===== src/rtl/hexb_pkg.sv =====
// ----------------------------------------------------------------------------
// hexb_pkg
// Shared types and constants of the hex text to byte buffer.
// ----------------------------------------------------------------------------
package hexb_pkg;

  localparam int unsigned CountW = 15;  // width of the byte counter
  localparam int unsigned DataW  = 32;  // widest element value
  localparam int unsigned NumW   = 3;   // holds a byte count of 0 to 4

  // One emit job handed from the parser to the byte sequencer.
  // num_bytes of zero marks a bare completion result.
  typedef struct packed {
    logic [DataW-1:0]  data;
    logic [NumW-1:0]   num_bytes;
    logic              done;
    logic [CountW-1:0] base;
  } job_t;

endpackage


===== src/rtl/hex_text_to_byte_buffer.sv =====
// ----------------------------------------------------------------------------
// hex_text_to_byte_buffer
// Turns a command text, one character per transfer, into buffer bytes.
// ----------------------------------------------------------------------------
// Usage: characters enter on the in channel (valid/ready), one per transfer,
// with end_of_string_i on the final character. Hex tokens, size letters S/W/L
// and quoted text are parsed; each result leaves on the out channel
// (valid/ready) as one byte with its running byte count. last_of_run_o marks
// the last result of a character and string_done_o the last of the string.
// start_size_code_i is written when cfg_we_i is high; it applies from the
// next string start.
// Throughput: one character per cycle. A token produces up to four results,
// sent one per cycle by the byte sequencer while the receiver is ready; a
// four-entry job queue between the parser and the sequencer absorbs these
// bursts, and the parser drops ready only when that queue is full.
// Path: each character's job is written into the job queue, and its first
// result is then loaded from the queue into the output register.
// Reset: clears the parser, the queue pointers and the output valid flag; no
// settling time. A stalled receiver holds the output register, then fills the
// queue, then stalls the input.
// ----------------------------------------------------------------------------
module hex_text_to_byte_buffer #(
  parameter int unsigned MAX_OUT_BYTES = 32767
) (
  input  logic                        clk_i,
  input  logic                        rst_ni,
  input  logic                        cfg_we_i,
  input  logic [1:0]                  start_size_code_i,
  input  logic                        in_valid_i,
  output logic                        in_ready_o,
  input  logic [7:0]                  char_code_i,
  input  logic                        end_of_string_i,
  output logic                        out_valid_o,
  input  logic                        out_ready_i,
  output logic [7:0]                  out_byte_o,
  output logic                        byte_valid_o,
  output logic                        last_of_run_o,
  output logic                        string_done_o,
  output logic [hexb_pkg::CountW-1:0] byte_count_o
);

  import hexb_pkg::*;

  localparam int unsigned QueueDepth = 4;

  job_t job_in, job_out;
  logic push, pop, empty, full;
  logic [$bits(job_t)-1:0] job_rdata;

  hexb_front #(
    .MAX_OUT_BYTES(MAX_OUT_BYTES)
  ) u_front (
    .clk_i            (clk_i),
    .rst_ni           (rst_ni),
    .cfg_we_i         (cfg_we_i),
    .start_size_code_i(start_size_code_i),
    .in_valid_i       (in_valid_i),
    .in_ready_o       (in_ready_o),
    .char_code_i      (char_code_i),
    .end_of_string_i  (end_of_string_i),
    .full_i           (full),
    .push_o           (push),
    .job_o            (job_in)
  );

  hexb_fifo #(
    .WIDTH($bits(job_t)),
    .DEPTH(QueueDepth)
  ) u_queue (
    .clk_i  (clk_i),
    .rst_ni (rst_ni),
    .push_i (push),
    .wdata_i(job_in),
    .pop_i  (pop),
    .rdata_o(job_rdata),
    .empty_o(empty),
    .full_o (full)
  );

  assign job_out = job_t'(job_rdata);

  hexb_back u_back (
    .clk_i        (clk_i),
    .rst_ni       (rst_ni),
    .job_i        (job_out),
    .empty_i      (empty),
    .pop_o        (pop),
    .out_valid_o  (out_valid_o),
    .out_ready_i  (out_ready_i),
    .out_byte_o   (out_byte_o),
    .byte_valid_o (byte_valid_o),
    .last_of_run_o(last_of_run_o),
    .string_done_o(string_done_o),
    .byte_count_o (byte_count_o)
  );

`ifndef SYNTHESIS
  a_no_overflow: assert property (@(posedge clk_i) disable iff (!rst_ni)
    !(push && full))
    else $error("job queue overflow");

  a_bare_is_final: assert property (@(posedge clk_i) disable iff (!rst_ni)
    out_valid_o && !byte_valid_o |-> last_of_run_o && string_done_o)
    else $error("bare result not at string end");

  a_done_ends_run: assert property (@(posedge clk_i) disable iff (!rst_ni)
    out_valid_o && string_done_o |-> last_of_run_o)
    else $error("string end inside a run");

  a_count_limit: assert property (@(posedge clk_i) disable iff (!rst_ni)
    out_valid_o |-> byte_count_o <= CountW'(MAX_OUT_BYTES))
    else $error("byte count above limit");
`endif

endmodule


===== src/rtl/hexb_fifo.sv =====
// ----------------------------------------------------------------------------
// hexb_fifo
// Small register queue between the parser and the byte sequencer.
// ----------------------------------------------------------------------------
module hexb_fifo #(
  parameter int unsigned WIDTH = 8,
  parameter int unsigned DEPTH = 4
) (
  input  logic             clk_i,
  input  logic             rst_ni,
  input  logic             push_i,
  input  logic [WIDTH-1:0] wdata_i,
  input  logic             pop_i,
  output logic [WIDTH-1:0] rdata_o,
  output logic             empty_o,
  output logic             full_o
);

  localparam int unsigned AW = (DEPTH > 1) ? $clog2(DEPTH) : 1;
  localparam int unsigned CW = $clog2(DEPTH + 1);

  logic [WIDTH-1:0] mem_q [DEPTH];
  logic [AW-1:0]    wr_ptr_q, rd_ptr_q;
  logic [CW-1:0]    count_q;
  logic             do_push, do_pop;

  assign empty_o = (count_q == '0);
  assign full_o  = (count_q == CW'(DEPTH));
  assign do_push = push_i && !full_o;
  assign do_pop  = pop_i && !empty_o;
  assign rdata_o = mem_q[rd_ptr_q];

  always_ff @(posedge clk_i) begin
    if (do_push) begin
      mem_q[wr_ptr_q] <= wdata_i;
    end
  end

  always_ff @(posedge clk_i or negedge rst_ni) begin
    if (!rst_ni) begin
      wr_ptr_q <= '0;
      rd_ptr_q <= '0;
      count_q  <= '0;
    end else begin
      if (do_push) begin
        wr_ptr_q <= (wr_ptr_q == AW'(DEPTH - 1)) ? '0 : wr_ptr_q + AW'(1);
      end
      if (do_pop) begin
        rd_ptr_q <= (rd_ptr_q == AW'(DEPTH - 1)) ? '0 : rd_ptr_q + AW'(1);
      end
      if (do_push && !do_pop) begin
        count_q <= count_q + CW'(1);
      end else if (do_pop && !do_push) begin
        count_q <= count_q - CW'(1);
      end
    end
  end

endmodule


===== src/rtl/hexb_front.sv =====
// ----------------------------------------------------------------------------
// hexb_front
// Character parser: classifies each character, tracks token state and the
// byte count, and queues one emit job per result-producing or final character.
// ----------------------------------------------------------------------------
module hexb_front #(
  parameter int unsigned MAX_OUT_BYTES = 32767
) (
  input  logic                 clk_i,
  input  logic                 rst_ni,
  input  logic                 cfg_we_i,
  input  logic [1:0]           start_size_code_i,
  input  logic                 in_valid_i,
  output logic                 in_ready_o,
  input  logic [7:0]           char_code_i,
  input  logic                 end_of_string_i,
  input  logic                 full_i,
  output logic                 push_o,
  output hexb_pkg::job_t       job_o
);

  import hexb_pkg::*;

  typedef enum logic [2:0] {
    PH_SKIP,
    PH_QUOTE,
    PH_LEAD,
    PH_DIGITS,
    PH_REST
  } phase_e;

  localparam logic [7:0] ChSpace = 8'h20;
  localparam logic [7:0] ChQuote = 8'h22;
  localparam logic [7:0] ChUpS   = 8'h53;
  localparam logic [7:0] ChLoS   = 8'h73;
  localparam logic [7:0] ChUpW   = 8'h57;
  localparam logic [7:0] ChLoW   = 8'h77;
  localparam logic [7:0] ChUpL   = 8'h4c;
  localparam logic [7:0] ChLoL   = 8'h6c;
  localparam logic [7:0] ChUpX   = 8'h58;
  localparam logic [7:0] ChLoX   = 8'h78;

  // prefix tracking: nothing yet, a leading zero, the 0x prefix, plain digits
  localparam logic [1:0] PfxNone = 2'd0;
  localparam logic [1:0] PfxZero = 2'd1;
  localparam logic [1:0] PfxX    = 2'd2;
  localparam logic [1:0] PfxDone = 2'd3;

  localparam logic [1:0] SizeByte = 2'd0;
  localparam logic [1:0] SizeWord = 2'd1;
  localparam logic [1:0] SizeLong = 2'd2;

  localparam logic [CountW-1:0] MaxBytes = CountW'(MAX_OUT_BYTES);

  logic [1:0]        start_size_q;
  phase_e            phase_q, phase_d;
  logic [1:0]        size_q, size_d;
  logic [DataW-1:0]  hex_q, hex_d;
  logic              digits_q, digits_d;
  logic [1:0]        pfx_q, pfx_d;
  logic [CountW-1:0] bytes_q, bytes_d;
  logic              open_q;

  logic [7:0]        c;
  logic [3:0]        dig;
  logic              dig_ok, is_x, do_feed, emit_quote, emit_tok, accept;
  logic [NumW-1:0]   job_n, job_k;
  logic [CountW-1:0] room;

  assign c          = char_code_i;
  assign in_ready_o = !full_i;
  assign accept     = in_valid_i && in_ready_o;
  assign is_x       = (c == ChUpX) || (c == ChLoX);

  always_comb begin
    dig    = 4'd0;
    dig_ok = 1'b1;
    if (c >= 8'h30 && c <= 8'h39) begin
      dig = 4'(c - 8'h30);
    end else if (c >= 8'h61 && c <= 8'h66) begin
      dig = 4'(c - 8'h57);
    end else if (c >= 8'h41 && c <= 8'h46) begin
      dig = 4'(c - 8'h37);
    end else begin
      dig_ok = 1'b0;
    end
  end

  always_comb begin
    phase_d    = phase_q;
    size_d     = open_q ? size_q : ((start_size_q == 2'd3) ? SizeLong : start_size_q);
    hex_d      = hex_q;
    digits_d   = digits_q;
    pfx_d      = pfx_q;
    do_feed    = 1'b0;
    emit_quote = 1'b0;
    emit_tok   = 1'b0;

    case (phase_q)
      PH_QUOTE: begin
        if (c == ChQuote) phase_d = PH_SKIP;
        else emit_quote = 1'b1;
      end
      PH_LEAD: begin
        if (c != ChSpace) begin
          phase_d = PH_DIGITS;
          do_feed = 1'b1;
        end
      end
      PH_DIGITS, PH_REST: begin
        if (c == ChSpace) begin
          emit_tok = 1'b1;
          phase_d  = PH_SKIP;
        end else if (phase_q == PH_DIGITS) begin
          do_feed = 1'b1;
        end
      end
      default: begin
        if (c == ChQuote) begin
          phase_d = PH_QUOTE;
        end else if (c != ChSpace) begin
          digits_d = 1'b0;
          pfx_d    = PfxNone;
          if (c == ChUpS || c == ChLoS) begin
            size_d  = SizeByte;
            phase_d = PH_LEAD;
          end else if (c == ChUpW || c == ChLoW) begin
            size_d  = SizeWord;
            phase_d = PH_LEAD;
          end else if (c == ChUpL || c == ChLoL) begin
            size_d  = SizeLong;
            phase_d = PH_LEAD;
          end else begin
            phase_d = PH_DIGITS;
            do_feed = 1'b1;
          end
        end
      end
    endcase

    if (do_feed) begin
      if (pfx_d == PfxZero && is_x) begin
        pfx_d = PfxX;
      end else if (!dig_ok) begin
        phase_d = PH_REST;
      end else begin
        if (!digits_d && pfx_d == PfxNone && dig == 4'd0) pfx_d = PfxZero;
        else if (pfx_d != PfxX) pfx_d = PfxDone;
        hex_d    = digits_d ? {hex_q[DataW-5:0], dig} : {{(DataW-4){1'b0}}, dig};
        digits_d = 1'b1;
      end
    end

    // flush an open token at the end of the string
    if (end_of_string_i &&
        (phase_d == PH_LEAD || phase_d == PH_DIGITS || phase_d == PH_REST)) begin
      emit_tok = 1'b1;
    end
  end

  always_comb begin
    if (emit_quote) job_n = NumW'(1);
    else if (!emit_tok) job_n = '0;
    else if (size_d == SizeByte) job_n = NumW'(1);
    else if (size_d == SizeWord) job_n = NumW'(2);
    else job_n = NumW'(4);
  end

  // drop whatever does not fit within the byte limit
  assign room    = MaxBytes - bytes_q;
  assign job_k   = (room < CountW'(job_n)) ? room[NumW-1:0] : job_n;
  assign bytes_d = bytes_q + CountW'(job_k);

  assign push_o          = accept && ((job_k != '0) || end_of_string_i);
  assign job_o.data      = emit_quote ? {{(DataW-8){1'b0}}, c} : hex_d;
  assign job_o.num_bytes = job_k;
  assign job_o.done      = end_of_string_i;
  assign job_o.base      = bytes_q;

  always_ff @(posedge clk_i or negedge rst_ni) begin
    if (!rst_ni) begin
      start_size_q <= 2'd0;
      phase_q      <= PH_SKIP;
      size_q       <= SizeByte;
      hex_q        <= '0;
      digits_q     <= 1'b0;
      pfx_q        <= PfxNone;
      bytes_q      <= '0;
      open_q       <= 1'b0;
    end else begin
      if (cfg_we_i) begin
        start_size_q <= start_size_code_i;
      end
      if (accept) begin
        if (end_of_string_i) begin
          phase_q  <= PH_SKIP;
          size_q   <= SizeByte;
          hex_q    <= '0;
          digits_q <= 1'b0;
          pfx_q    <= PfxNone;
          bytes_q  <= '0;
          open_q   <= 1'b0;
        end else begin
          phase_q  <= phase_d;
          size_q   <= size_d;
          hex_q    <= hex_d;
          digits_q <= digits_d;
          pfx_q    <= pfx_d;
          bytes_q  <= bytes_d;
          open_q   <= 1'b1;
        end
      end
    end
  end

endmodule


===== src/rtl/hexb_back.sv =====
// ----------------------------------------------------------------------------
// hexb_back
// Byte sequencer: walks each queued job one byte per cycle into the output
// register unless the receiver stalls; marks the run and string boundaries.
// ----------------------------------------------------------------------------
module hexb_back (
  input  logic                        clk_i,
  input  logic                        rst_ni,
  input  hexb_pkg::job_t              job_i,
  input  logic                        empty_i,
  output logic                        pop_o,
  output logic                        out_valid_o,
  input  logic                        out_ready_i,
  output logic [7:0]                  out_byte_o,
  output logic                        byte_valid_o,
  output logic                        last_of_run_o,
  output logic                        string_done_o,
  output logic [hexb_pkg::CountW-1:0] byte_count_o
);

  import hexb_pkg::*;

  logic [1:0]        idx_q;
  logic              out_valid_q;
  logic [7:0]        byte_q;
  logic              bvalid_q, run_last_q, done_q;
  logic [CountW-1:0] count_q;

  logic              load, bare, run_last;
  logic [7:0]        sel_byte;

  assign load     = !empty_i && (!out_valid_q || out_ready_i);
  assign bare     = (job_i.num_bytes == '0);
  assign run_last = bare || ({1'b0, idx_q} == job_i.num_bytes - NumW'(1));
  assign sel_byte = job_i.data[{idx_q, 3'b000} +: 8];
  assign pop_o    = load && run_last;

  always_ff @(posedge clk_i or negedge rst_ni) begin
    if (!rst_ni) begin
      out_valid_q <= 1'b0;
      idx_q       <= '0;
    end else begin
      if (load) begin
        out_valid_q <= 1'b1;
        idx_q       <= run_last ? 2'd0 : idx_q + 2'd1;
      end else if (out_ready_i) begin
        out_valid_q <= 1'b0;
      end
    end
  end

  always_ff @(posedge clk_i) begin
    if (load) begin
      byte_q     <= bare ? 8'd0 : sel_byte;
      bvalid_q   <= !bare;
      run_last_q <= run_last;
      done_q     <= job_i.done && run_last;
      count_q    <= bare ? job_i.base : job_i.base + CountW'(idx_q) + CountW'(1);
    end
  end

  assign out_valid_o   = out_valid_q;
  assign out_byte_o    = byte_q;
  assign byte_valid_o  = bvalid_q;
  assign last_of_run_o = run_last_q;
  assign string_done_o = done_q;
  assign byte_count_o  = count_q;

endmodule

===== config.mk =====
export PLATFORM = sky130hd
export DESIGN_NAME = hex_text_to_byte_buffer
export DESIGN_NICKNAME = d
export VERILOG_FILES = /design/src/rtl/hexb_pkg.sv /design/src/rtl/hex_text_to_byte_buffer.sv /design/src/rtl/hexb_fifo.sv /design/src/rtl/hexb_front.sv /design/src/rtl/hexb_back.sv
export SDC_FILE = /design/constraint.sdc
export NUM_CORES = 1
export LEC_CHECK = 0
export BUFFER_PORTS_ARGS = -buffer_cell sky130_fd_sc_hd__buf_2
export CORE_MARGIN = 5
export CORE_UTILIZATION = 50
export CTS_BUF_LIST = sky130_fd_sc_hd__clkbuf_4
export DETAILED_ROUTE_END_ITERATION = 10
export GPL_TIMING_DRIVEN = 1
export HOLD_SLACK_MARGIN = 0.05
export PLACE_DENSITY = 0.7
export SKIP_LAST_GASP = 1
export SLEW_MARGIN = 40
export SYNTH_ARGS = -nofsm -noshare
export SYNTH_HDL_FRONTEND = slang
export SYNTH_HIERARCHICAL = 1
export SYNTH_SLANG_ARGS = --single-unit

===== constraint.sdc =====
create_clock -name clk_i -period 6.98 [get_ports clk_i]
set_input_delay 0.349 -clock clk_i [delete_from_list [all_inputs] [get_ports clk_i]]
set_output_delay 0.349 -clock clk_i [all_outputs]
set_load 0.03 [all_outputs]

Word-level counts from Yosys, hierarchy flattened
Memories as Yosys holds them, arrays and structs flattened.
Cells that the tools add are included.
W data, S select, Z words.

storage, ports and cells
  output and inout port bits = 28
  memory bits (writable) = 204
  bits of input ports = 16
  word-level logic and storage cells = 189
  flip-flop bits (word level) = 94
  memories = 1

cells by class
  order comparisons = 7
  shift operators = 1
  reduce and logical (&&, ||, !) cells = 42
  equal/unequal tests = 26
  add/subtract/negate cells = 13
  multiplexer cells = 81

memory list
  name           depth  bits a word  read ports  clocked after memory_dff  write ports  RTL line         text
  u_queue.mem_q  4      51           1           0                         1            hexb_fifo.sv:22  logic [WIDTH-1:0] mem_q [DEPTH];

operators by type and width
  kind                      number
  $mux W32                  6
  $eq A8 B7 Y1 const B      8
  $mux W3                   18
  $mux W2                   21
  $shiftx A32 B6 Y8         1
  $mux W15                  2
  $mux W1                   29
  $eq A8 B6 Y1 const B      2
  $ge A8 B7 Y1 const B      2
  $le A8 B7 Y1 const B      2
  $logic_and A1 B1 Y1       16
  $add A15 B1 Y15 const B   1
  $add A15 B2 Y15           1
  $add A15 B3 Y15           1
  $lt A15 B3 Y1             1
  $sub A15 B15 Y15 const A  1
  $eq A3 B2 Y1 const B      4
  $mux W4                   3
  $eq A3 B3 Y1 const B      3
  $logic_or A1 B1 Y1        9
  $pmux W3 S3               1
  $ge A8 B6 Y1 const B      1
  $le A8 B6 Y1 const B      1
  $ne A8 B6 Y1 const B      1
  other kinds (19)          35

Longest topological paths before layout
  depth after elaboration = 28
  mapped depth = 24

Modules after synthesis
The synthesis kept the hierarchy.

by module, submodules not included
  module      times used  seq. area each (µm²)  area each (µm²)  cells an instance
  hexb_fifo   1           6301.0                7872.6           304
  hexb_front  1           1451.4                3826.2           431
  hexb_back   1           855.8                 1634.1           119

Worst setup path after synthesis
OpenSTA, ideal clock, no wires.

  kind = input-to-reg
  from = input port char_code_i[0]
  to = memory u_queue/mem_q[3][0] (netlist name), enable pin
  buffers on the path = 0
  setup slack = 1.280 ns
  library setup time = 0.460 ns
  arrival = 5.241 ns
  cell stages on the path = 16
  cells stage by stage = inv_1 ha_1 or3b_1 a22oi_1 o21ai_0 o22ai_2 nand2b_1 ha_1 nand2_1 nand3b_1 nor4_1 o21a_1 o31ai_4 a311oi_1 nand2_1 nor2_1

between the ends
  cells in the longest elaborated chain, start to end = 26
  elaborated cells between the ends (all ways) = 83

RTL lines
  element                            RTL line                       text
  start, declared                    hex_text_to_byte_buffer.sv:31  input logic [7:0] char_code_i,
  $eq A8 B7 Y1                       hexb_front.sv:130              end else if (c == ChUpL || c == ChLoL) begin
  $logic_or A1 B1 Y1                 hexb_front.sv:130
  $mux W1                            hexb_front.sv:130
  $mux W3                            hexb_front.sv:127              end else if (c == ChUpW || c == ChLoW) begin
  $mux W3                            hexb_front.sv:124              if (c == ChUpS || c == ChLoS) begin
  $mux W3                            hexb_front.sv:121              end else if (c != ChSpace) begin
  $mux W3                            hexb_front.sv:119              if (c == ChQuote) begin
  $pmux W3 S3                        hexb_front.sv:99               case (phase_q)
  (+11 left out)                     -
  $mux W3 (*)                        hexb_front.sv:171              assign job_k = (room < CountW'(job_n)) ? room[NumW-1:0] : job_n;
  $reduce_bool A3 Y1 (*)             hexb_front.sv:174              assign push_o = accept && ((job_k != '0) || end_of_string_i);
  $logic_or A1 B1 Y1 (*)             hexb_front.sv:174
  $logic_and A1 B1 Y1 (*)            hexb_front.sv:174
  net push                           hex_text_to_byte_buffer.sv:47  logic push, pop, empty, full;
  $logic_and A1 B1 Y1 (*)            hexb_fifo.sv:29                assign do_push = push_i && !full_o;
  $mux W1 (*)                        hexb_fifo.sv:34                if (do_push) begin
  $mux W1 (implied by the code) (*)  hexb_fifo.sv:35                mem_q[wr_ptr_q] <= wdata_i;
  end, declared                      hexb_fifo.sv:22

Mark *: on every way through the listed nets, which the timed path passes. The rest lies on a longest branch.

Final worst setup path
  from = register u_front.phase_q[2]
  to = memory u_queue/mem_q[1][18] (netlist name), enable pin

between the ends
  cells in the longest elaborated chain, start to end = 22
  elaborated cells between the ends (all ways) = 45

RTL lines
  element                                     RTL line                       text
  start, declared                             hexb_front.sv:56               phase_e phase_q, phase_d;
  start signal, assigned                      hexb_front.sv:204              phase_q <= phase_d;
  $eq A3 B1 Y1, or another cell as far along  hexb_front.sv:99
  $reduce_or A4 Y1 (no source line)           -
  $mux W2                                     hexb_front.sv:99
  $eq A2 B1 Y1                                hexb_front.sv:142              if (pfx_d == PfxZero && is_x) begin
  $logic_and A1 B1 Y1                         hexb_front.sv:142
  $mux W3                                     hexb_front.sv:142
  $mux W3                                     hexb_front.sv:141              if (do_feed) begin
  $eq A3 B2 Y1                                hexb_front.sv:156              (phase_d == PH_LEAD || phase_d == PH_DIGITS || phase_d == PH_REST)) begin
  (+8 left out)                               -
  $reduce_bool A3 Y1 (*)                      hexb_front.sv:174
  $logic_or A1 B1 Y1 (*)                      hexb_front.sv:174
  $logic_and A1 B1 Y1 (*)                     hexb_front.sv:174
  net push                                    hex_text_to_byte_buffer.sv:47
  $logic_and A1 B1 Y1 (*)                     hexb_fifo.sv:29
  net u_queue.do_push                         hexb_fifo.sv:25                logic do_push, do_pop;
  $mux W1 (*)                                 hexb_fifo.sv:34
  $mux W1 (implied by the code) (*)           hexb_fifo.sv:35

Marks and branches as above.

==> results.yml <==
floorplanning:
  chipWidth_microns: 173.3
  io_pins: 44
  core-area_sq_mm: 0.02613
  floorplan.initialDensity_pct: 51.02
  die-height_microns: 173.3
  floorplan.die_area_sq_mm: 0.03003
  row_count: 59
sta:
  layout_min_cycle_time_ns: 5.122
  clock.fmax_mhz: 195.3
  timing.hold.ws_ns: 0.2341
  timing_worst_slew_pin_value_ns: 0.8156
  totalNegativeSetupSlack_ns: 0
  grt_setup_unrepaired: "false"
  final.period_utilization_pct: 73.37
  finClkSkew_ns: 0.03987
  final_slew_violations: 0
  setup_viol_count_final: 0
  timing.final.hold_violations: 0
  timing.max_slew.rel_slack_pct: 45.21
power_and_ir_drop:
  power_report.internal_total_uw: 3905
  combinationalPowerShare_pct: 31.0
  clock_power_share_pct: 24.0
  vdd_drop_max_mv: 0.1850
  power.share.switching_pct: 33.06
  cellLeakagePower_uw: 0.005451
  pwr-share-seq_pct: 45.0
  switchingPower_uw: 1929
  power-per-cell-area_mw_per_mm2: 395.7
worst_setup_path:
  worst-path-max-fanout: 26
  regToRegStartpoint: "u_front/phase_q[2]"
  critical_path.startpoint_type: "flop"
  r2r_setup_slack_ns: 1.86
  critical_path.endpoint_type: "flop"
  critical_path.endpoint: "u_queue/mem_q[1][18]"
  worstSetupPathType: "flop to flop"
  number_of_cells_on_the_worst_reg_to_reg_path: 15
  critPathArrivalTime_ns: 5.39
  worst_ep_required_time_ns: 7.25
  timing.critical_path.from: "u_front/phase_q[2]"
  r2r-end: "u_queue/mem_q[1][18]"
layout:
  final_cell_mix: "230 x sky130_fd_sc_hd__edfxtp_1, 108 x sky130_fd_sc_hd__clkbuf_4, 66 x sky130_fd_sc_hd__dfrtp_1, 61 x sky130_fd_sc_hd__nand2_1, 56 x sky130_fd_sc_hd__mux4_2"
  final_layout_size_suffix_gt1_share_pct: 27.15
  finish.net_count: 982
  areaGrowthSynthToFinish_pct: 10.59
  mostFrequentLayoutCell: "sky130_fd_sc_hd__edfxtp_1"
global_routing:
  grt_pass1_wl_mm: 41.52
  initial_antenna_violation_count: 1
  grt_start_max_net_pins: 69
  via_count_of_the_first_global_routing_pass: 7704
  grt-ovfl-total: 0
  track_usage_pct: 17.18
clock_network:
  cts_setup_buffers: 0
  clk_root_buffer_cell: "sky130_fd_sc_hd__clkbuf_4"
  path_clk_slew_ns: 0.06
  count_of_h_tree_levels_built_during_cts: 3
  tritoncts_clock_tree: "yes"
  clk_latency_ns: 0.65
  cts_hold_buffers: 6
  tritoncts.num_buffers: 74
  post_cts.resized_instances: 0
  sink_count_of_the_clock_tree: 298
  max-clock-path-buffers: 3
synth:
  synth_top_area_share_pct: 51.80
  synth_area_leaders: "sky130_fd_sc_hd__edfxtp_1 52%, sky130_fd_sc_hd__dfrtp_1 13%, sky130_fd_sc_hd__mux4_2 9.5%, sky130_fd_sc_hd__a22o_1 2.0%, sky130_fd_sc_hd__ha_1 1.8%"
  yosys_warnings: 6
  synthArstFlopShare_pct: 22.82
  mappedNetlistNets: 892
  synthDistinctLibCells: 76
  syn_avg_cell_area_sq_um: 15.61
  synth_enable_flop_cells: 230
  part_of_the_yosys_area_used_for_sequential_elements_pct: 64.56
  cell_taking_the_most_area_after_synthesis: "sky130_fd_sc_hd__edfxtp_1"
  ys_dominant_reg_cell: "sky130_fd_sc_hd__edfxtp_1"
  syn_inst: 854
  ys_seq_elements: 298
  synth_area_sq_mm: 0.01333
placed_design:
  post-dp-hpwl_mm: 15.70
  gp_routability_congestion: 0.8272
  placement.io_buffers: 43
status:
  run_status: "finished, final reports clean"
detailed_routing:
  post_drt_via_cell_ratio: 5.700
  drt.antenna.violating_nets: 0
  detail_route.wl_per_cell_microns: 18.89
  drc_errors: 0
  finalWirelength_mm: 25.27
  initialDrtViolationCount: 704
  drt_pass1_iterations: 5
  routed-via-count: 7626
flow_run:
  timing.max_cap.violations: 0
worst_hold_path:
  hold_class: "input port to flop"
==> per-layer routing <==
metal | vias to the layer above | track usage (%) | share of wire [%]
met3 | 27 | 4.144 | 6.0
met2 | 247 | 25.98 | 47
met4 | 0 | 5.554 | 1.3
met5 | - | 0 | 0
met1 | 3791 | 24.85 | 46
li1 | 3561 | - | -
==> flip-flops by register name (all words and copies together) (netlist names), 2 cells and up <==
signal and flops:
u_front/bytes_q 15, u_back/out_byte_o 8, u_back/byte_count_o 15, u_queue/wr_ptr_q 2
u_front/phase_q 3, u_queue/count_q 3, u_queue/rd_ptr_q 2, u_queue/mem_q 204
u_front/start_size_q 2, u_front/size_q 2, u_front/pfx_q 2, u_back/idx_q 2
u_front/hex_q 32
==> area by class of cell <==
type	count	area, sq um
Timing Repair Buffer	59	356.6
Multi-Input combinational cell	488	4322
Clock inverter	26	131.4
Fill cell	2117	11390
Antenna cell	1	2.502
Clock buffer	108	810.8
Sequential cell	298	8616
Tap cell	335	419.2
Inverter	23	86.33
==> worst min-delay path by stage <==
stage | startpoint | end | depth (start not counted)
4_1_cts | char_code_i[5] | u_queue/mem_q[3][24] | 3
5_1_grt | char_code_i[5] | u_queue/mem_q[3][24] | 3
2_1_floorplan | rst_ni | u_back/idx_q[0] | 0
3_3_place_gp | u_front/hex_q[28] | u_front/hex_q[28] | 1
6_report | char_code_i[5] | u_queue/mem_q[3][24] | 3
3_5_place_dp | rst_ni | u_front/hex_q[22] | 1
==> kinds of logic after synthesis <==
family	synth area share [%]
AOI/OAI and AO/OA	9.140
adders and majority gates	2.234
muxes	11.29
and+or+nand+nor	8.071
xor gates and xnor gates	1.492
buffers and inverters	3.209
DFF	64.56
==> stage by stage <==
| stage | utilization (%) | area [sq um] | total power [uW] | worst slack (ns) | cells |
|---|---|---|---|---|---|
| finish | 56.42 | 14740 | 5835 | 1.858 | 1338 |
| global route | 56.42 | 14740 | 6219 | 1.431 | 1338 |
| global placement | 52.54 | 13730 | 4465 | 1.737 | 1197 |
| floorplan | - | 13330 | 4078 | 1.280 | 854 |
| CTS | 56.40 | 14740 | 5928 | 1.837 | 1337 |
| detailed placement | 52.57 | 13740 | 4499 | 1.504 | 1197 |
==> critical path, cell delays in order, from the launching register on <==
cell,delay (ns)
sky130_fd_sc_hd__dfrtp_1,0.58
sky130_fd_sc_hd__nand2b_1,0.26
sky130_fd_sc_hd__o221ai_1,0.16
sky130_fd_sc_hd__a21oi_2,0.29
sky130_fd_sc_hd__o22ai_2,0.17
sky130_fd_sc_hd__nand2b_1,0.20
sky130_fd_sc_hd__ha_1,0.32
sky130_fd_sc_hd__nand2_1,0.07
sky130_fd_sc_hd__nand3b_1,0.08
sky130_fd_sc_hd__nor4_1,0.45
sky130_fd_sc_hd__o21a_1,0.25
sky130_fd_sc_hd__o31ai_4,0.10
sky130_fd_sc_hd__a311oi_1,0.36
sky130_fd_sc_hd__nor2b_4,0.29
sky130_fd_sc_hd__and2_2,0.65
sky130_fd_sc_hd__buf_4,0.49
==> power groups by stage <==
stage / clock (uW) / combinational, uW / sequential (uW)
after floorplan: 0 / 1380 / 2700
final: 1400 / 1810 / 2630
after CTS: 1460 / 1840 / 2640
after global placement: 0 / 1810 / 2660
after global routing: 1570 / 1970 / 2680
after detailed placement: 0 / 1830 / 2670
==> synthesized netlist by cell type, types with 3 or more instances <==
library cell,instances
sky130_fd_sc_hd__clkbuf_1,14
sky130_fd_sc_hd__xor2_1,10
sky130_fd_sc_hd__mux2_2,3
sky130_fd_sc_hd__nand3_1,6
sky130_fd_sc_hd__buf_2,10
sky130_fd_sc_hd__xnor2_1,9
sky130_fd_sc_hd__inv_1,21
sky130_fd_sc_hd__dfrtp_1,68
sky130_fd_sc_hd__mux4_1,3
sky130_fd_sc_hd__buf_12,5
sky130_fd_sc_hd__a31oi_1,5
sky130_fd_sc_hd__mux4_2,56
sky130_fd_sc_hd__edfxtp_1,230
sky130_fd_sc_hd__nor2b_1,5
sky130_fd_sc_hd__and3_1,4
sky130_fd_sc_hd__a21oi_1,26
sky130_fd_sc_hd__nor3_1,14
sky130_fd_sc_hd__nor3b_1,5
sky130_fd_sc_hd__ha_1,19
sky130_fd_sc_hd__fa_1,3
sky130_fd_sc_hd__a21oi_2,3
sky130_fd_sc_hd__nand2_1,61
sky130_fd_sc_hd__or2_2,3
sky130_fd_sc_hd__and2_1,14
sky130_fd_sc_hd__o31ai_1,5
sky130_fd_sc_hd__a21o_1,5
sky130_fd_sc_hd__a22oi_1,31
sky130_fd_sc_hd__nand4_1,5
sky130_fd_sc_hd__buf_6,6
sky130_fd_sc_hd__a32oi_1,3
sky130_fd_sc_hd__o21a_1,4
sky130_fd_sc_hd__nor2_1,54
sky130_fd_sc_hd__mux2i_1,9
sky130_fd_sc_hd__nand2b_1,8
sky130_fd_sc_hd__nand3b_1,5
sky130_fd_sc_hd__a22o_1,31
sky130_fd_sc_hd__nor3_2,3
sky130_fd_sc_hd__buf_4,9
sky130_fd_sc_hd__o21ai_0,32
Power figures use the tool's default switching activity.
